==> config.mk <==
export PLATFORM = sky130hd
export DESIGN_NAME = sb62_ctrl
export DESIGN_NICKNAME = d
export VERILOG_FILES = /design/src/hw/rtl/sb62_pkg.sv /design/src/hw/rtl/sb62_ctrl.sv
export SDC_FILE = /design/constraint.sdc
export NUM_CORES = 1
export LEC_CHECK = 0
export ABC_AREA = 1
export BUFFER_PORTS_ARGS = -buffer_cell sky130_fd_sc_hd__buf_2
export CAP_MARGIN = 20
export CORE_AREA = 4 4 41 43
export DETAILED_ROUTE_END_ITERATION = 8
export DIE_AREA = 0 0 45 47
export GPL_ROUTABILITY_DRIVEN = 0
export PLACE_DENSITY = 0.67
export SLEW_MARGIN = 20
export SYNTH_ARGS = -nofsm -noshare
export SYNTH_HDL_FRONTEND = slang
export SYNTH_SLANG_ARGS = --single-unit
==> constraint.sdc <==
create_clock -name clk_i -period 1.45 [get_ports clk_i]
set_input_delay 0.145 -clock clk_i [delete_from_list [all_inputs] [get_ports clk_i]]
set_output_delay 0.145 -clock clk_i [all_outputs]
set_load 0.02 [all_outputs]
==> src/hw/rtl/sb62_pkg.sv <==
// ----------------------------------------------------------------------------
// sb62_pkg
// Types, constants and the digit alphabet of the signed base62 text encoder.
// ----------------------------------------------------------------------------
`default_nettype none

package sb62_pkg;

  localparam int unsigned ValueW    = 32;
  localparam int unsigned CharW     = 8;
  localparam int unsigned CapW      = 8;
  localparam int unsigned MaxDigits = 6;   // 62^6 exceeds 2^31
  localparam int unsigned CntW      = 3;   // holds 0..MaxDigits
  localparam int unsigned RemW      = 6;   // one base62 digit

  // floor(x / 31) = (x * RecipM) >> RecipShift for every x below 2^31
  localparam logic [31:0] RecipM     = 32'd2216757315;
  localparam int unsigned RecipShift = 36;
  localparam int unsigned ProdW      = 63;
  localparam int unsigned QuoW       = ProdW - RecipShift;

  localparam logic [CapW-1:0]  CapReset  = 8'd8;
  localparam logic [CharW-1:0] MinusChar = 8'h2D;
  localparam logic [CharW-1:0] FailChar  = 8'h00;

  // Character selected onto the result word
  typedef enum logic [1:0] {
    SEL_SIGN  = 2'd0,
    SEL_DIGIT = 2'd1,
    SEL_FAIL  = 2'd2
  } out_sel_e;

  typedef struct packed {
    logic     load;   // capture a new value
    logic     step;   // peel off one digit
    logic     pop;    // drop the top digit after it is sent
    out_sel_e sel;
  } sb62_cmd_t;

  typedef struct packed {
    logic quo_zero;   // quotient of this step is zero: last digit found
    logic fits;       // text plus terminator fits the buffer
    logic neg;        // value is negative
    logic last_digit; // one digit left on the stack
  } sb62_status_t;

  // Map a digit to '0'-'9', 'a'-'z', 'A'-'Z'
  function automatic logic [CharW-1:0] digit_char(input logic [RemW-1:0] r);
    logic [CharW-1:0] ch;
    case (r) inside
      [6'd0:6'd9]:   ch = 8'h30 + {2'b00, r};
      [6'd10:6'd35]: ch = 8'h57 + {2'b00, r};
      [6'd36:6'd61]: ch = 8'h1D + {2'b00, r};
      default:       ch = FailChar;
    endcase
    return ch;
  endfunction

endpackage

`default_nettype wire

==> src/hw/rtl/sb62_ctrl.sv <==
// ----------------------------------------------------------------------------
// sb62_ctrl
// Sequencer: accept a word, run the digit loop, check the fit, send the text.
// ----------------------------------------------------------------------------
`default_nettype none

module sb62_ctrl
  import sb62_pkg::*;
(
  input  wire logic         clk_i,
  input  wire logic         rst_ni,
  input  wire logic         in_valid_i,
  output logic              in_ready_o,
  output logic              out_valid_o,
  input  wire logic         out_ready_i,
  output logic              last_o,
  output logic              fail_o,
  input  wire sb62_status_t status_i,
  output sb62_cmd_t         cmd_o
);

  typedef enum logic [5:0] {
    S_IDLE  = 6'b000001,
    S_DIV   = 6'b000010,
    S_CHECK = 6'b000100,
    S_SIGN  = 6'b001000,
    S_DIGIT = 6'b010000,
    S_FAIL  = 6'b100000
  } state_e;

  state_e state_q, state_d;

  // Next state and commands
  always_comb begin
    state_d     = state_q;
    cmd_o       = '{load: 1'b0, step: 1'b0, pop: 1'b0, sel: SEL_DIGIT};
    in_ready_o  = 1'b0;
    out_valid_o = 1'b0;
    last_o      = 1'b0;
    fail_o      = 1'b0;
    case (state_q)
      S_IDLE: begin
        in_ready_o = 1'b1;
        if (in_valid_i) begin
          cmd_o.load = 1'b1;
          state_d    = S_DIV;
        end
      end
      S_DIV: begin
        cmd_o.step = 1'b1;
        if (status_i.quo_zero) begin
          state_d = S_CHECK;
        end
      end
      S_CHECK: begin
        if (!status_i.fits) begin
          state_d = S_FAIL;
        end else if (status_i.neg) begin
          state_d = S_SIGN;
        end else begin
          state_d = S_DIGIT;
        end
      end
      S_SIGN: begin
        out_valid_o = 1'b1;
        cmd_o.sel   = SEL_SIGN;
        if (out_ready_i) begin
          state_d = S_DIGIT;
        end
      end
      S_DIGIT: begin
        out_valid_o = 1'b1;
        last_o      = status_i.last_digit;
        if (out_ready_i) begin
          cmd_o.pop = 1'b1;
          if (status_i.last_digit) begin
            state_d = S_IDLE;
          end
        end
      end
      S_FAIL: begin
        out_valid_o = 1'b1;
        last_o      = 1'b1;
        fail_o      = 1'b1;
        cmd_o.sel   = SEL_FAIL;
        if (out_ready_i) begin
          state_d = S_IDLE;
        end
      end
      default: begin
        state_d = S_IDLE;
      end
    endcase
  end

  // State register
  always_ff @(posedge clk_i or negedge rst_ni) begin
    if (!rst_ni) begin
      state_q <= S_IDLE;
    end else begin
      state_q <= state_d;
    end
  end

endmodule

`default_nettype wire

# --- Yosys cells after proc, flatten, opt, wreduce, memory -nomap -nowiden ---
# Cells that the tools add are included.
word_totals:
  ram_bits: 0
  elab_cells: 34
  n_memories: 0
  latchBits: 0
  reg_bits: 6
  mem_bits_ro: 0
  input_bits: 8
classes:
  order_cmp: 0
  div_mod_pow: 0
  reduce_logical: 2
  n_shift: 0
  mul: 0
  n_eq_ne: 12
  n_mux: 19
  n_bitwise: 0
  addsub: 0
op_table:
  columns: ["op", "n"]
  rows:
  - ["$mux 6", 7]
  - ["$pmux 6 s6", 1]
  - ["$ne 2x2->1 const B", 6]
  - ["$mux 1", 8]
  - ["$eq 6x1->1 const B", 1]
  - ["$eq 6x2->1 const B", 1]
  - ["$eq 6x3->1 const B", 1]
  - ["$eq 6x4->1 const B", 1]
  - ["$eq 6x5->1 const B", 1]
  - ["$eq 6x6->1 const B", 1]
  - ["$reduce_and 6->1", 1]
  - ["$mux 5", 1]
  - ["$pmux 2 s2", 1]
  - ["$reduce_or 3->1", 1]
  - ["$pmux 1 s2", 1]

# --- Logic depth before layout (Yosys ltp) ---
logic_depth:
  word_depth: 3
  depth_mapped: 7
  depth_no_buf: 7

# --- Worst setup path before layout ---
# No wires, ideal clock.
synth_path:
  path_kind: "register -> output"
  startpoint: "register state_q[0]"
  endpoint: "output cmd_o[4] (netlist bit)"
  n_path_buf: 0
  t_arrival_ns: 1.352
  slack_ns: -0.047
  path_stages_with_launch: 7
  t_required_ns: 1.305
  path_cell_list: "dfstp_2 > inv_1 > nor2_1 > inv_1 > nor2_2 > inv_2 > nor2_1"
synth_rtl:
  columns: ["item", "line", "text"]
  rows:
  - ["start, declared", "sb62_ctrl.sv:31", "state_e state_q, state_d;"]
  - ["start signal, assigned", "sb62_ctrl.sv:101", "state_q <= state_d;"]
  - ["end, declared", "sb62_ctrl.sv:19", "output sb62_cmd_t cmd_o"]

==> metrics <==
transition time of the tightest slew-check pin 0.207 ns; setup repair after global routing missed its margin yes; proportion of layout cells with a drive suffix above 1 0.571; H-Tree Depth 1; root buffer selected by CTS sky130_fd_sc_hd__clkbuf_4; kind of critical path register to primary output; number of buffers added by the clock tree synthesis step 3; placement-stage cell area approximately 540 um^2; outcome finished, violations left; # DRC 0; clk sink count 6; peak clock frequency supported by timing between 600 and 700 MHz; static leakage about 0.00039 uW; ratio of total power to cell area 1720 nW/um^2; fraction of synthesized cell area taken by the top area cell type 0.282; area used by multi-input combinational logic 292 um^2; Syn-to-layout area delta 64.4%; I/O pin count 17; fraction of the yosys area taken by sequential cells 0.342; top cells by area, synth sky130_fd_sc_hd__dfrtp_1 (28%), sky130_fd_sc_hd__inv_1 (12%), sky130_fd_sc_hd__nand2_1 (8.5%); wire per inst about 12 um; setup TNS after final layout -0.533 ns; final critical-path required period roughly 1.6 ns; estimated wirelength of the detail-placed design 808 um; most frequent cell after synthesis sky130_fd_sc_hd__inv_1; flip-flop count of the largest register after layout 6; final setup violation count 7; crit end category primary output; FILL cells 127; worst-case setup margin in the final layout -0.119 ns; total count of hold-check failures in the final report 0; number of synthesized flops with an enable pin 0; synthesized netlist net count 71; number of antenna violations at the first check in global routing 0; Avg Cell Area, Syn 7.03 um^2; Setup Skew 0.00534 ns; total power 1250 uW; top register by number of flip-flops state_q; maximum VDD drop 0.973 mV; post-route cell area 728 um^2; Hold Crit Class primary input to register; Sequential Area 154 um^2; diode count 0; number of max-slew violations in the final report 0; overall global routing resource usage 0.122; input/output buffers 16; detail-routed via count per cell 4.81; area of the core 1300 um^2; number of maximum-capacitance constraint violations 0; largest net degree at the start of global routing 7; maximum fanout encountered on the critical timing path 3; leading registers by flop count state_q (6); wire length reported by the detailed router 1230 um; horizontal die dimension around 45 um; Die Outline Area 2120 um^2; number of register bits inferred by synthesis 6; buffers from clock root to sink, at most 2; starting density of the core 0.340; violation count after the first detailed-routing iteration 13; via count of the routed design 510; summed instance area of the synthesized netlist between 400 and 500 um^2; period utilization 1.08; critical path required time 1.31 ns; commonest cells in the netlist sky130_fd_sc_hd__inv_1 (14), sky130_fd_sc_hd__nand2_1 (10), sky130_fd_sc_hd__nor2_1 (9); Net count, final 100; kind of launch point of the worst setup path register; source-to-sink clock delay at the later pin of the worst-skew pair 0.26 ns; share of flip-flops with an asynchronous set or reset after synthesis 1.00; post-synthesis instance total 63; Layout Utilization 0.560; number of global-route vias before repair 492; post-detailed-route count of antenna-violating nets 0; leading register cell type out of synthesis sky130_fd_sc_hd__dfrtp_1; relative slew slack 0.862; failing checks setup timing; number of rows created at floorplan 13; cell taking the most area after synthesis sky130_fd_sc_hd__dfrtp_1; global-route wire length before repair approximately 1900 um; data arrival time at the worst-slack endpoint 1.42 ns; CTS tree built; count of TritonRoute iterations in the first routing pass 4; global route total overflow 0; number of distinct standard cells referenced by the synthesized netlist 16; Synthesis Warnings 0; die height 47 um; clock edge transition at the registers on the reported setup and hold paths 0.05 ns
==> cell families (layout without fill, tap and decap cells) <==
| family | after synthesis | in the layout | synth area share |
|---|---|---|---|
| compound gates | 6 | 6 | 0.0763 |
| buf+inv | 15 | 43 | 0.127 |
| simple gates | 36 | 36 | 0.455 |
| flops | 6 | 6 | 0.342 |
==> metrics by stage <==
| stage | worst slack [ns] | instances | hold WS, ns |
|---|---|---|---|
| after floorplan | 0.0353 | 63 | -0.151 |
| after global placement | 0.143 | 94 | -0.0216 |
| after detailed placement | 0.118 | 94 | -0.0261 |
| after CTS | -0.0809 | 103 | 0.118 |
| after global routing | -0.180 | 106 | 0.117 |
| final | -0.119 | 106 | 0.0983 |
==> worst max-delay path, stage by stage (launching register included) <==
cell and delay (ns):
sky130_fd_sc_hd__dfstp_2 0.55, sky130_fd_sc_hd__inv_2 0.05, sky130_fd_sc_hd__nor2_4 0.12, sky130_fd_sc_hd__inv_2 0.06, sky130_fd_sc_hd__nor2_4 0.11, sky130_fd_sc_hd__inv_2 0.05, sky130_fd_sc_hd__nor2_2 0.11, sky130_fd_sc_hd__buf_6 0.12
==> where the power goes <==
part	total [uW]	switching [uW]	internal, uW
sequential	289	61.1	228
clock	181	76.0	105
combinational	782	449	333
total	1250	586	667
==> cell type report <==
class	count	area share
Multi-Input combinational cell	42	0.400
Timing Repair Buffer	24	0.249
Sequential cell	6	0.211
Inverter	15	0.0773
Clock buffer	4	0.0361
Tap cell	15	0.0258
==> final timing paths <==
check,start,end,slack [ns],cells after the start
min in group asynchronous,rst_ni,state_q[1]$_DFFE_PN0P_,0.23,2
worst max-delay path,state_q[0]$_DFFE_PN1P_,cmd_o[4],-0.12,7
worst max register to register,state_q[0]$_DFFE_PN1P_,state_q[2]$_DFFE_PN0P_,0.03,8
worst min register to register,state_q[1]$_DFFE_PN0P_,state_q[0]$_DFFE_PN1P_,0.61,3
worst min-delay path,status_i[3],state_q[1]$_DFFE_PN0P_,0.1,2
max in group asynchronous,rst_ni,state_q[0]$_DFFE_PN1P_,1.00,2
==> cell usage in the layout, fill, tap and decap left out, drive strengths merged <==
master        n
o22ai         3
dfstp         1
nor2         15
o21ai         3
nand2        12
dlygate4sd3   1
nand3         6
clkbuf        4
buf          23
dfrtp         5
inv          15
nand4         3
==> layer usage <==
layer  vias to the layer above  global-route usage  routed length (um)
met2                        16               0.209                 671
met3                         4              0.0115                  66
met5                         -                   0                   0
met4                         0              0.0877                  36
li1                        252                   -                   -
met1                       238               0.144                 460
==> timing repair <==
| action | in CTS | in global routing |
|---|---|---|
| hold buffers | 1 | 0 |
| gates resized for setup | 8 | 23 |
| endpoints found under the hold margin | 6 | 0 |
| setup buffers | 4 | 3 |
| endpoints found under the setup margin | 5 | 10 |
| pin swaps | 3 | 12 |
Power figures use the tool's default switching activity.
