## config.mk

```make
export PLATFORM = sky130hd
export DESIGN_NAME = sb62_dp
export DESIGN_NICKNAME = d
export VERILOG_FILES = /design/src/hw/rtl/sb62_pkg.sv /design/src/hw/rtl/sb62_dp.sv
export SDC_FILE = /design/constraint.sdc
export NUM_CORES = 1
export LEC_CHECK = 0
export BUFFER_PORTS_ARGS = -buffer_cell sky130_fd_sc_hd__buf_2
export CAP_MARGIN = 20
export CORE_MARGIN = 1
export CORE_UTILIZATION = 39
export CTS_CLUSTER_SIZE = 20
export DETAILED_ROUTE_END_ITERATION = 8
export GPL_TIMING_DRIVEN = 0
export PLACE_DENSITY = 0.64
export SYNTH_ARGS = -nofsm -noshare
export SYNTH_HDL_FRONTEND = slang
export SYNTH_SLANG_ARGS = --single-unit
```

## constraint.sdc

```tcl
create_clock -name clk_i -period 8.7 [get_ports clk_i]
set_clock_uncertainty 0.1 [all_clocks]
set_input_delay 1.305 -clock clk_i [delete_from_list [all_inputs] [get_ports clk_i]]
set_output_delay 1.305 -clock clk_i [all_outputs]
set_load 0.01 [all_outputs]
```

## src/hw/rtl/sb62_pkg.sv

```systemverilog
// ----------------------------------------------------------------------------
// sb62_pkg
// Types, constants and the digit alphabet of the signed base62 text encoder.
// ----------------------------------------------------------------------------
`default_nettype none

package sb62_pkg;

  localparam int unsigned ValueW    = 32;
  localparam int unsigned CharW     = 8;
  localparam int unsigned CapW      = 8;
  localparam int unsigned MaxDigits = 6;   // 62^6 exceeds 2^31
  localparam int unsigned CntW      = 3;   // holds 0..MaxDigits
  localparam int unsigned RemW      = 6;   // one base62 digit

  // floor(x / 31) = (x * RecipM) >> RecipShift for every x below 2^31
  localparam logic [31:0] RecipM     = 32'd2216757315;
  localparam int unsigned RecipShift = 36;
  localparam int unsigned ProdW      = 63;
  localparam int unsigned QuoW       = ProdW - RecipShift;

  localparam logic [CapW-1:0]  CapReset  = 8'd8;
  localparam logic [CharW-1:0] MinusChar = 8'h2D;
  localparam logic [CharW-1:0] FailChar  = 8'h00;

  // Character selected onto the result word
  typedef enum logic [1:0] {
    SEL_SIGN  = 2'd0,
    SEL_DIGIT = 2'd1,
    SEL_FAIL  = 2'd2
  } out_sel_e;

  typedef struct packed {
    logic     load;   // capture a new value
    logic     step;   // peel off one digit
    logic     pop;    // drop the top digit after it is sent
    out_sel_e sel;
  } sb62_cmd_t;

  typedef struct packed {
    logic quo_zero;   // quotient of this step is zero: last digit found
    logic fits;       // text plus terminator fits the buffer
    logic neg;        // value is negative
    logic last_digit; // one digit left on the stack
  } sb62_status_t;

  // Map a digit to '0'-'9', 'a'-'z', 'A'-'Z'
  function automatic logic [CharW-1:0] digit_char(input logic [RemW-1:0] r);
    logic [CharW-1:0] ch;
    case (r) inside
      [6'd0:6'd9]:   ch = 8'h30 + {2'b00, r};
      [6'd10:6'd35]: ch = 8'h57 + {2'b00, r};
      [6'd36:6'd61]: ch = 8'h1D + {2'b00, r};
      default:       ch = FailChar;
    endcase
    return ch;
  endfunction

endpackage

`default_nettype wire

```

## src/hw/rtl/sb62_dp.sv

```systemverilog
// ----------------------------------------------------------------------------
// sb62_dp
// Datapath: magnitude, divide-by-62 step, digit stack, capacity register.
// ----------------------------------------------------------------------------
`default_nettype none

module sb62_dp
  import sb62_pkg::*;
(
  input  wire logic              clk_i,
  input  wire logic              rst_ni,
  input  wire logic              cfg_we_i,
  input  wire logic [CapW-1:0]   cfg_wdata_i,
  input  wire logic [ValueW-1:0] value_i,
  input  wire sb62_cmd_t         cmd_i,
  output sb62_status_t           status_o,
  output logic [CharW-1:0]       character_o
);

  logic [CapW-1:0]   cap_q;
  logic              neg_q;
  logic [ValueW-1:0] cur_q;
  logic [CntW-1:0]   cnt_q, cnt_d;
  logic [CharW-1:0]  stk_q [MaxDigits];

  logic [ProdW-1:0]  prod;
  logic [QuoW-1:0]   quo;
  logic [RemW-1:0]   rem;
  logic [CapW-1:0]   needed;

  // Hold the buffer capacity
  always_ff @(posedge clk_i or negedge rst_ni) begin
    if (!rst_ni) begin
      cap_q <= CapReset;
    end else if (cfg_we_i) begin
      cap_q <= cfg_wdata_i;
    end
  end

  // Divide by 62: halve, then multiply by the reciprocal of 31.
  // The remainder is below 64, so only its low six bits are formed.
  assign prod = ProdW'(cur_q[ValueW-1:1]) * ProdW'(RecipM);
  assign quo  = prod[ProdW-1:RecipShift];
  assign rem  = cur_q[RemW-1:0] + {quo[RemW-2:0], 1'b0};

  // Digit counter
  always_comb begin
    cnt_d = cnt_q;
    if (cmd_i.load) begin
      cnt_d = '0;
    end else if (cmd_i.step) begin
      cnt_d = cnt_q + CntW'(1);
    end else if (cmd_i.pop) begin
      cnt_d = cnt_q - CntW'(1);
    end
  end

  always_ff @(posedge clk_i or negedge rst_ni) begin
    if (!rst_ni) begin
      cnt_q <= '0;
    end else begin
      cnt_q <= cnt_d;
    end
  end

  // Load the magnitude, advance the quotient
  always_ff @(posedge clk_i) begin
    if (cmd_i.load) begin
      neg_q <= value_i[ValueW-1];
      cur_q <= value_i[ValueW-1] ? (~value_i + ValueW'(1)) : value_i;
    end else if (cmd_i.step) begin
      cur_q <= ValueW'(quo);
    end
  end

  // Push digits least significant first, pop most significant first
  always_ff @(posedge clk_i) begin
    if (cmd_i.step) begin
      stk_q[0] <= digit_char(rem);
      for (int i = 1; i < MaxDigits; i++) begin
        stk_q[i] <= stk_q[i-1];
      end
    end else if (cmd_i.pop) begin
      for (int i = 0; i < MaxDigits - 1; i++) begin
        stk_q[i] <= stk_q[i+1];
      end
    end
  end

  // Fit check: digits, sign and terminator against capacity
  assign needed = CapW'(cnt_q) + CapW'(neg_q) + CapW'(1);

  assign status_o.quo_zero   = (quo == '0);
  assign status_o.fits       = (needed <= cap_q);
  assign status_o.neg        = neg_q;
  assign status_o.last_digit = (cnt_q == CntW'(1));

  // Select the outgoing character
  always_comb begin
    case (cmd_i.sel)
      SEL_SIGN:  character_o = MinusChar;
      SEL_DIGIT: character_o = stk_q[0];
      SEL_FAIL:  character_o = FailChar;
      default:   character_o = FailChar;
    endcase
  end

endmodule

`default_nettype wire

```

# Word-level counts from Yosys, hierarchy flattened
# Memory sizes are Yosys's and may differ from the RTL's.
# Cells that the tools add are included.
# Widths: inputs -> output; s select.
# op_classes
n_addsub	9
n_mul	1
n_div	0
n_lt_le_gt_ge	7
n_eq_ne	2
shift	0
muxes	21
bitwise_logic	6
reduce_logical	7
# ops
cell	n
$mux 32	3
$mux 8	8
$mul 31x32->63 const B	1
$add 32x1->32 const B	1
$not 32->32	1
$logic_not 27->1	1
$pmux 8 s2	1
$le 6x6->1 const B	2
$mux 3	3
$add 7x6->8 const A	1
$le 5x8->1	1
$add 5x6->7 const A	1
$add 6x6->7 const A	1
$mux 7	1
$add 6x6->6	1
$ge 6x1->1 const B	1
$ge 6x4->1 const B	1
$ge 6x6->1 const B	1
$le 6x4->1 const B	1
$add 4x1->5 const B	1
$mux 1	5
$or 1x1->1	5
$add 3x1->4	1
$add 3x1->3 const B	1
other kinds (7)	9
# totals
regBits	44
latch_bits	0
ram_bits	48
mem_bits_ro	0
inputBits	48
out_inout_bits	12
mem_count	1
# memory_table
name	words	width	read_ports	rd_clocked_by_memory_dff	write_ports	line	text
stk_q	6	8	6	0	6	sb62_dp.sv:24	logic [CharW-1:0] stk_q [MaxDigits];

# Depth between registers and ports, before layout
# Gate-level depths: netlist of the first run.
# depth
word_depth	9
depth_mapped	33
mapped_depth_nobuf	32

# Worst setup path before layout of the first run
# Ideal clock, no wire load.
# synth_path
path_kind	register to output
from	register cur_q[30]
to	output status_o[3] (netlist bit)
arrival_ns	6.269
required_ns	7.295
slack_ns	1.026
stages_incl_launch_ff	23
path_buffers	0
path_cell_list	edfxtp_1 ha_1 inv_1 fa_1 inv_1 fa_1 inv_1 fa_1 fa_1 fa_1 inv_1 ha_1 ha_1 and4_4 and3_4 a32oi_1 a21boi_2 or4_1 a221oi_1 o2111ai_1 nor4bb_1 and4b_1 and4bb_1
# synth_lines
element	line	text
start: declaration	sb62_dp.sv:22	logic [ValueW-1:0] cur_q;
start signal: assignment	sb62_dp.sv:70	cur_q <= value_i[ValueW-1] ? (~value_i + ValueW'(1)) : value_i;
start signal: assignment	sb62_dp.sv:72	cur_q <= ValueW'(quo);
end: declaration	sb62_dp.sv:16	output sb62_status_t status_o,

==> results.md, run 1 <==
- Hold crit path type: reg2reg
- Share of layout cells above drive strength 1: 12.1%
- WP data required: 7.30 ns
- DRT iter0 DRCs: 749
- Kind of end point of the critical path: output pin
- Layout area overhead: 12.6%
- Total gr overflow: 0
- Mux contribution to synthesized area: 1.12%
- Post-synth top flop: edfxtp_1
- Initial antenna violation count: 0
- Setup CP Type: reg2out
- Final hold viol count: 0
- Routed WL: 38.3 mm
- WL/cell: 18.2 um
- Reg2reg setup slack: 0.53 ns
- Period utilization: 98.0%
- Slew @ Worst Pin: 0.952 ns
- Clock Latency Late Sink: 0.34 ns
- Die area: 37600 um2
- DP Cell Count: 2065
- Vias in the first global route: 11300
- Largest family of logic cells by synthesized area: adder cells
- Status: completed
- Peak Freq: 0.117 GHz
- Synth Area in Compound Gates: 12.9%
- Initial DRT Pass Iterations: 7
- Port bufs: 59
- Worst setup path startpoint: cur_q[24]
- Post-synth EDFFs: 81
- Clock buffer count from CTS: 9
- Starting Density: 40.0%
- Tot GR Track Use: 20.1%
- Share of flip-flops with an asynchronous set or reset: 12.0%
- CTS tree: built
- Clock Sinks: 92
- Die Ht: 194 um
- Nets: 2120
- H-tree levels: 3
- Worst-path fanout max: 6
- Clock slew at reported path FFs: 0.08 ns
- Reg-to-reg startpoint: cur_q[19]
- Setup_tns: 0 ns
- Final setup violation count: 0
- Tmin final: 8.53 ns
- Final Max Tran Viols: 0
- Largest net degree at the start of global routing: 42
- Cell area after layout: 16200 um2
- Reg2reg path depth: 26
- Die X: 194 um
- Sequential-to-total area share from yosys stat: 18.9%
- Cell count after synthesis: 1544
- Max-Cap Viols: 0
- Syn nets: 2025
- Slew Limit Headroom: 36.5%
- Boundary Pins: 60
- Flops & latches, synth: 92
- Final GP Congestion: 0.919
- Post-DR vias/cell: 5.48
- First-pass GRT wire length: 59.8 mm
- Adder-Cell Fraction of Synth Area: 43.7%
- Worst reg2reg endpoint: stk_q[0][3]
- Num rows: 69
- Hold WS: 0.351 ns
- Post-Synth Simple-Gate Area: 13.0%
- CTS Root Buffer Type: clkbuf_16
- Routed Antenna Nets: 0
- Post-route DRC: 0
- Total core area: 35900 um2
- Syn_area_per_cell: 9.30 um2
- Synth cell types: 84
- Vias: 11500
- Xor-xnor portion of the synthesized cell area: 3.16%
- Syn. warnings: 0
- Worst Setup EP: status_o[3]
- Synthesized cell area: 14400 um2
- Ant diodes: 0
- Fin cells: 2105
- Area after DPL: 15200 um2
- CTS Buffer Depth: 2
- Hpwl dp: 32.1 mm
- Hold_buf cts: 0
- WP data arrival: 7.12 ns
- CP Launch Type: flip-flop
-- metal layers --
metal  wire length, um  GRT usage [%]  vias up  share of wire (%)
met4               914           4.67        0                2.4
met1             17100           27.5     5610                 45
met3              2110           2.42       38                5.5
li1                  -              -     5567                  -
met2             18200           33.9      310                 48
met5                 0              0        -                  0
-- metrics by stage --
stage               utilization (%)  setup WS (ns)
finish                         45.0          0.173
global route                   45.0        -0.0334
CTS                            43.8        0.00254
detailed placement             42.4         -0.195
global placement               42.4         -0.302
floorplan                         -           1.03
-- how the worst min path moves through the flow --
stage | startpoint | endpoint | slack, ns | depth (start not counted)
finish | stk_q[4][0] | stk_q[5][0] | 0.35 | 0
global route | stk_q[4][5] | stk_q[5][5] | 0.36 | 0
floorplan | stk_q[4][0] | stk_q[5][0] | 0.33 | 0
CTS | stk_q[4][0] | stk_q[5][0] | 0.35 | 0
global placement | stk_q[4][5] | stk_q[5][5] | 0.34 | 0
detailed placement | stk_q[4][0] | stk_q[5][0] | 0.34 | 0
-- cell usage after synthesis, types with 4 or more instances --
master | n | area share (%)
and2_1 | 13 | 0.57
o41ai_1 | 5 | 0.30
nor2_1 | 69 | 1.8
nand2b_1 | 5 | 0.22
o21bai_1 | 8 | 0.42
o31ai_1 | 13 | 0.68
a31oi_1 | 8 | 0.35
inv_1 | 234 | 6.1
mux2_2 | 9 | 0.71
ha_1 | 322 | 28
o21ai_0 | 67 | 2.3
nand2_1 | 181 | 4.7
or4_1 | 8 | 0.42
a21boi_0 | 6 | 0.31
dfrtp_1 | 10 | 1.7
nand3_1 | 17 | 0.59
fa_1 | 111 | 15
nor3_1 | 23 | 0.80
xnor2_1 | 27 | 1.6
edfxtp_1 | 81 | 17
o21ai_1 | 6 | 0.21
or2_2 | 8 | 0.35
nor2b_1 | 7 | 0.30
nor4_1 | 6 | 0.26
or3_1 | 8 | 0.35
mux2i_1 | 6 | 0.42
o21a_1 | 8 | 0.42
nand4_1 | 25 | 1.1
and3_1 | 8 | 0.35
clkbuf_1 | 29 | 0.76
xor2_1 | 23 | 1.4
buf_2 | 5 | 0.17
a21oi_1 | 70 | 2.4
a211oi_1 | 11 | 0.58
a211o_1 | 4 | 0.24
a21o_1 | 22 | 1.2
o211ai_1 | 12 | 0.63
-- area by class of cell --
| class | instances | area, um2 |
|---|---|---|
| fillers | 3483 | 19700 |
| multi-input cells | 1179 | 11100 |
| flip-flops and latches | 92 | 2710 |
| inverters | 234 | 878 |
| well taps | 461 | 577 |
| repair buffers | 85 | 488 |
| clock buffers | 9 | 225 |
| plain buffers | 38 | 160 |
| clock inverters | 7 | 75.1 |
-- registers in the layout, indices dropped and copies added, names as in the netlist --
register  cells
cap_q         8
cnt_q         3
cur_q        32
neg_q         1
stk_q        48
-- kinds of logic after synthesis --
kind of cell    after synthesis
xor+xnor                     51
mux                          15
buf+inv                     273
fa+ha+maj                   435
simple gates                396
compound gates              282
flops                        92
-- cells in the final DEF, fill, tap and decap left out, types with 5 or more instances in the layout --
master	instances
a21oi_2	5
nor2_1	67
buf_4	26
o21a_1	8
o31ai_1	12
o211ai_1	12
buf_2	65
nor3_1	22
clkbuf_16	9
edfxtp_1	81
mux2_2	9
a31oi_1	7
o21ai_1	11
and3_1	8
inv_1	229
a211oi_1	8
a21o_1	22
o21ai_0	61
nand2_1	179
o41ai_1	5
nand2b_1	5
and2_1	13
clkbuf_1	28
mux2i_1	6
nand3_1	17
nand4_1	25
inv_2	5
or4_1	7
xor2_1	23
ha_4	12
a21oi_1	63
nor4_1	5
dfrtp_1	10
xnor2_1	26
nor2b_1	7
ha_1	307
fa_1	108
or2_2	8
o21bai_1	8
-- repair_timing --
item | in CTS | in global routing
pin swaps | 7 | 33
gates resized for setup | 22 | 65
buffers inserted | 9 | 16
endpoints found under the setup margin | 2 | 8
-- critical path, cell delays in order (launching register included) --
cell and delay, ns:
edfxtp_1 0.48, buf_4 0.19, ha_1 0.19, ha_1 0.27
inv_1 0.05, fa_1 0.47, inv_1 0.05, fa_1 0.54
inv_1 0.08, fa_1 0.42, inv_1 0.10, fa_1 0.43
ha_1 0.31, ha_1 0.40, a21oi_1 0.23, o21ai_0 0.15
a32oi_2 0.24, a21boi_4 0.13, or4_4 0.57, a221oi_4 0.32
o2111ai_2 0.19, nor4bb_2 0.31, and4b_1 0.24, and4bb_1 0.27
buf_2 0.15
Power of run 1 is left out: the tool's default activity adds up to more than one toggle a clock period on the data nets, which glitch-free logic cannot reach.
==> run 2, diff against run 1 <==
--- a/config.mk
+++ b/config.mk
@@ -5,11 +5,11 @@
 export SDC_FILE = /design/constraint.sdc
 export NUM_CORES = 1
 export LEC_CHECK = 0
+export ABC_AREA = 1
 export BUFFER_PORTS_ARGS = -buffer_cell sky130_fd_sc_hd__buf_2
 export CAP_MARGIN = 20
 export CORE_MARGIN = 1
 export CORE_UTILIZATION = 39
-export CTS_CLUSTER_SIZE = 20
 export DETAILED_ROUTE_END_ITERATION = 8
 export GPL_TIMING_DRIVEN = 0
 export PLACE_DENSITY = 0.64
==> results.md, run 2 <==
- Post-DR vias/cell: 5.06 (-7.5%)
- Die X: 201 um (+3.7%)
- Routed Antenna Nets: 0 (unchanged)
- Hold crit path type: reg2reg
- Period utilization: 96.2% (-1.8 points)
- Slowest stage delay, CP: 0.59 ns (+0.02 ns)
- Share of the synthesized area in the top cell type: 26.1% (-2.0 points)
- Tmin final: 8.37 ns (-0.160 ns)
- DRT iter0 DRCs: 936 (+25%)
- Most frequent cells after synthesis: 406 x nand2_1, 401 x inv_1, 322 x ha_1, 186 x nor2_1, 111 x fa_1
- Post-synth EDFFs: 81 (unchanged)
- Syn nets: 2467 (+22%)
- Flops & latches, synth: 92 (unchanged)
- Die Ht: 201 um (+3.7%)
- Hpwl dp: 40.2 mm (+25%)
- Share of flip-flops with an asynchronous set or reset: 12.0% (unchanged)
- FF/Latch Area: 2710 um2 (unchanged)
- Max-Cap Viols: 0 (unchanged)
- Final setup violation count: 0 (unchanged)
- Worst setup path startpoint: cur_q[30]
- Worst Setup EP: status_o[3]
- Starting Density: 39.8% (-0.17 points)
- Total core area: 38800 um2 (+8.1%)
- Peak Freq: 0.120 GHz (+1.9%)
- CTS tree: built
- Hold_sp: stk_q[4][0]
- Largest net degree at the start of global routing: 41 (-2.4%)
- Hold WS: 0.375 ns (+0.0242 ns)
- RSZ-0062 raised after global routing: false
- Clock buffer count from CTS: 9 (unchanged)
- Share of layout cells above drive strength 1: 6.35% (-5.8 points)
- Final Max Tran Viols: 0 (unchanged)
- Post-Route Utilization: 43.1% (-1.9 points)
- Vias: 13100 (+13%)
- Fillers: 3995 (+15%)
- Num rows: 72 (+4.3%)
- Worst reg2reg endpoint: stk_q[0][4]
- Clock slew at reported path FFs: 0.08 ns (about the same)
- CP max stage cell: edfxtp_1
- Most common cell after layout, fill and taps aside: nand2_1
- Reg-to-reg startpoint: cur_q[24]
- Clock Latency Late Sink: 0.38 ns (+0.04 ns)
- Setup_tns: 0 ns (unchanged)
- Resize count post-CTS: 0 (-100%)
- Syn. warnings: 0 (unchanged)
- CTS Root Buffer Type: clkbuf_16
- Cell count after synthesis: 1986 (+29%)
- Layout area overhead: 8.25%
- Die area: 40400 um2 (+7.6%)
- WP data arrival: 6.96 ns (-0.16 ns)
- Routed WL: 46.0 mm (+20%)
- Syn_area_per_cell: 7.78 um2 (-16%)
- Reg2reg path depth: 39 (+50%)
- Reg2reg setup slack: 0.63 ns (+0.10 ns)
- Vias in the first global route: 13400 (+19%)
- Post-synth top flop: edfxtp_1
- Area contributors post-synth: ha_1 26%, edfxtp_1 16%, fa_1 14%
- Worst-path fanout max: 5 (-1)
- Biggest register: stk_q
- Tot GR Track Use: 23.7% (+3.5 points)
- Port bufs: 59 (unchanged)
- Setup CP Type: reg2out
- Boundary Pins: 60 (unchanged)
- Largest register FFs: 48 (unchanged)
- Final GP Congestion: 1.02 (+11%)
- Final hold viol count: 0 (unchanged)
- Nets: 2538 (+20%)
- Cell area after layout: 16700 um2 (+3.5%)
- Commonest cells after routing, fill and taps aside: 404 x nand2_1, 401 x inv_1, 322 x ha_1
- Initial DRT Pass Iterations: 5 (-2)
- Clock Sinks: 92 (unchanged)
- Total gr overflow: 0 (unchanged)
- Slew @ Worst Pin: 0.898 ns (-0.0542 ns)
- Post-CTS Repair Setup Buffers: 0 (-9)
- Status: completed
- Post-route DRC: 0 (unchanged)
- Biggest regs: stk_q (48), cur_q (32), cap_q (8)
- Synth cell types: 51 (-39%)
- Hold_buf cts: 0 (unchanged)
- Post-synth top area cell: ha_1
- Kind of end point of the critical path: output pin
- CP Launch Type: flip-flop
- WL/cell: 17.8 um (-2.1%)
- Area after DPL: 16400 um2 (+7.8%)
- Initial antenna violation count: 1 (+1)
- Area of the multi-input gates: 11200 um2 (+0.85%)
- Slew Limit Headroom: 39.9% (+3.4 points)
- H-tree levels: 3 (unchanged)
- WP data required: 7.30 ns (about the same)
- CTS Buffer Depth: 2 (unchanged)
- First-pass GRT wire length: 72.9 mm (+22%)
- Sequential-to-total area share from yosys stat: 17.5% (-1.3 points)
- Synthesized cell area: 15500 um2 (+7.6%)
- Cell with the most instances after synthesis: nand2_1
run 2: logic make-up (layout without fill, tap and decap cells):
group,after synthesis,count (layout),share of synthesized area [%]
simple gates,762,762,20.9
fa+ha+maj,433,433,40.4
compound gates,235,235,8.44
xor+xnor,34,34,1.93
buf+inv,425,501,10.4
other cells,0,1,0
mux,5,5,0.364
flops,92,92,17.5
run 2: how the worst min path moves through the flow:
stage,slack (ns),cells after the start,end
floorplan,0.33,0,stk_q[5][0]
global placement,0.34,0,stk_q[5][7]
detailed placement,0.34,0,stk_q[5][3]
CTS,0.38,0,stk_q[5][0]
global route,0.39,0,stk_q[5][0]
finish,0.37,0,stk_q[5][0]
run 2: critical path: cells and delay by family, from the launching register on:
kind                     cells  cell delay (ns)
flip-flops                   1             0.59
AO/OA/AOI/OAI                3             0.76
XOR/XNOR                     1             0.21
buffers and inverters        4             0.35
adder cells (fa/ha/maj)      9             3.34
AND/OR/NAND/NOR              9             1.35
run 2: layer usage:
layer / part of all wire, % / track usage (%)
met5: 0 / 0
met1: 45 / 31.0
met2: 45 / 38.6
met4: 4.1 / 9.62
met3: 5.5 / 3.94
run 2: area by class of cell:
type,instances,share of cell area (%)
well taps,518,3.87
diodes,1,0.0150
multi-input cells,1469,66.7
clock buffers,9,1.35
inverters,406,9.11
flip-flops and latches,92,16.2
clock inverters,7,0.471
plain buffers,19,0.456
repair buffers,60,1.88
run 2: metrics by stage:
step	worst slack, ns	cells
floorplan	1.78	1986
global placement	0.783	2563
detailed placement	0.704	2564
CTS	0.413	2580
global route	0.0337	2581
finish	0.334	2581
Power of run 2 is left out for the same reason.
==> run 3, diff against run 2 <==
--- a/config.mk
+++ b/config.mk
@@ -13,6 +13,7 @@
 export DETAILED_ROUTE_END_ITERATION = 8
 export GPL_TIMING_DRIVEN = 0
 export PLACE_DENSITY = 0.64
+export REMOVE_ABC_BUFFERS = 1
 export SYNTH_ARGS = -nofsm -noshare
 export SYNTH_HDL_FRONTEND = slang
 export SYNTH_SLANG_ARGS = --single-unit
==> results.md, run 3 (synthesized netlist as in run 2, its figures left out) <==
- Tmin final: 8.24 ns (-0.128 ns)
- Area after DPL: 16400 um2 (-0.30%)
- Status: completed
- Period utilization: 94.7% (-1.5 points)
- Nets: 2521 (-0.67%)
- Final GP Congestion: 0.963 (-5.2%)
- Slew @ Worst Pin: 0.881 ns (-0.0172 ns)
- Largest register FFs: 48 (unchanged)
- Reg2reg setup slack: 0.53 ns (-0.10 ns)
- Clock slew at reported path FFs: 0.07 ns (about the same)
- Final hold viol count: 0 (unchanged)
- Slew Limit Headroom: 41.1% (+1.2 points)
- Hold crit path type: reg2reg
- WP data required: 7.30 ns (about the same)
- Ant diodes: 0 (-1)
- Post-Route Utilization: 43.0% (-0.058 points)
- Die area: 40400 um2 (unchanged)
- Most common cell after layout, fill and taps aside: nand2_1
- Clock buffer count from CTS: 9 (unchanged)
- CP Launch Type: flip-flop
- Num rows: 72 (unchanged)
- Kind of end point of the critical path: output pin
- Die Ht: 201 um (unchanged)
- Vias in the first global route: 13000 (-2.5%)
- Boundary Pins: 60 (unchanged)
- Starting Density: 39.8% (unchanged)
- Worst setup path startpoint: cur_q[30]
- Peak Freq: 0.121 GHz (+1.5%)
- Largest net degree at the start of global routing: 50 (+22%)
- Area of the multi-input gates: 11200 um2 (+0.14%)
- CP max stage cell: edfxtp_1
- Resize count post-CTS: 0 (unchanged)
- Total gr overflow: 0 (unchanged)
- Setup ws final: 0.461 ns (+0.128 ns)
- Total core area: 38800 um2 (unchanged)
- Initial antenna violation count: 1 (unchanged)
- Setup_tns: 0 ns (unchanged)
- Setup CP Type: reg2out
- CTS Root Buffer Type: clkbuf_16
- Post-DR vias/cell: 5.07 (+0.14%)
- FF/Latch Area: 2710 um2 (unchanged)
- CP delay by family, top: adder cells
- Share of layout cells above drive strength 1: 6.50% (+0.15 points)
- WL/cell: 17.6 um (-1.3%)
- Stages on worst setup path: 26 (unchanged)
- Routed WL: 45.1 mm (-2.0%)
- Port bufs: 59 (unchanged)
- Die X: 201 um (unchanged)
- Slowest stage delay, CP: 0.60 ns (about the same)
- Buf+Inv Stages, Crit Path: 4 (unchanged)
- Hold_sp: stk_q[4][0]
- Clock Latency Late Sink: 0.37 ns (about the same)
- Worst Setup EP: status_o[3]
- Hold_buf cts: 0 (unchanged)
- Worst reg2reg endpoint: stk_q[0][4]
- Final Max Tran Viols: 0 (unchanged)
- Tot GR Track Use: 22.9% (-0.75 points)
- Worst-path fanout max: 5 (unchanged)
- Layout area overhead: 8.10%
- CTS tree: built
- First-pass GRT wire length: 70.9 mm (-2.8%)
- Biggest regs: stk_q (48), cur_q (32), cap_q (8)
- CTS Buffer Depth: 2 (unchanged)
- Reg-to-reg startpoint: cur_q[21]
- Max-Cap Viols: 0 (unchanged)
- WP data arrival: 6.83 ns (-0.13 ns)
- Hpwl dp: 39.3 mm (-2.4%)
- Reg2reg path depth: 37 (-5.1%)
- Final setup violation count: 0 (unchanged)
- Post-CTS Repair Setup Buffers: 0 (unchanged)
- Commonest cells after routing, fill and taps aside: 404 x nand2_1, 401 x inv_1, 322 x ha_1
- Clock Sinks: 92 (unchanged)
- RSZ-0062 raised after global routing: false
- Post-route DRC: 0 (unchanged)
- DP Worst Slack: 0.474 ns (-0.230 ns)
- Initial DRT Pass Iterations: 8 (+3)
- Vias: 13000 (-0.56%)
- DRT iter0 DRCs: 999 (+6.7%)
- H-tree levels: 3 (unchanged)
- Routed Antenna Nets: 0 (unchanged)
- Cell area after layout: 16700 um2 (-0.13%)
- Biggest register: stk_q
- Fillers: 3952 (-1.1%)
==> run 3: per-stage QoR <==
step	instances	hold slack, ns
detailed placement	2546	0.338
floorplan	1967	0.327
finish	2563	0.363
global route	2563	0.390
CTS	2562	0.366
global placement	2544	0.340
==> run 3: layout make-up <==
class                      count  share of cell area, %
clock inverter                 7                  0.434
multi-input combinational   1469                   66.8
timing repair buffer          62                   2.17
sequential                    92                   16.2
inverter                     406                   9.12
tap                          518                   3.88
clock buffer                   9                   1.35
==> run 3: layer usage <==
layer  vias to the layer above  track usage (%)  routed length, um
met1                      6150             31.0              20900
met5                         -                0                 11
li1                       6494                -                  -
met4                         2             7.74               1410
met3                        45             2.35               2120
met2                       306             38.0              20600
==> run 3: worst min path at each step <==
| stage | to | slack (ns) | cells past startpoint |
|---|---|---|---|
| after floorplan | stk_q[5][0] | 0.33 | 0 |
| after global placement | stk_q[5][0] | 0.34 | 0 |
| after detailed placement | stk_q[5][5] | 0.34 | 0 |
| after CTS | stk_q[5][0] | 0.37 | 0 |
| after global routing | stk_q[5][6] | 0.39 | 0 |
| final | stk_q[5][0] | 0.36 | 0 |
Power of run 3 is left out for the same reason.
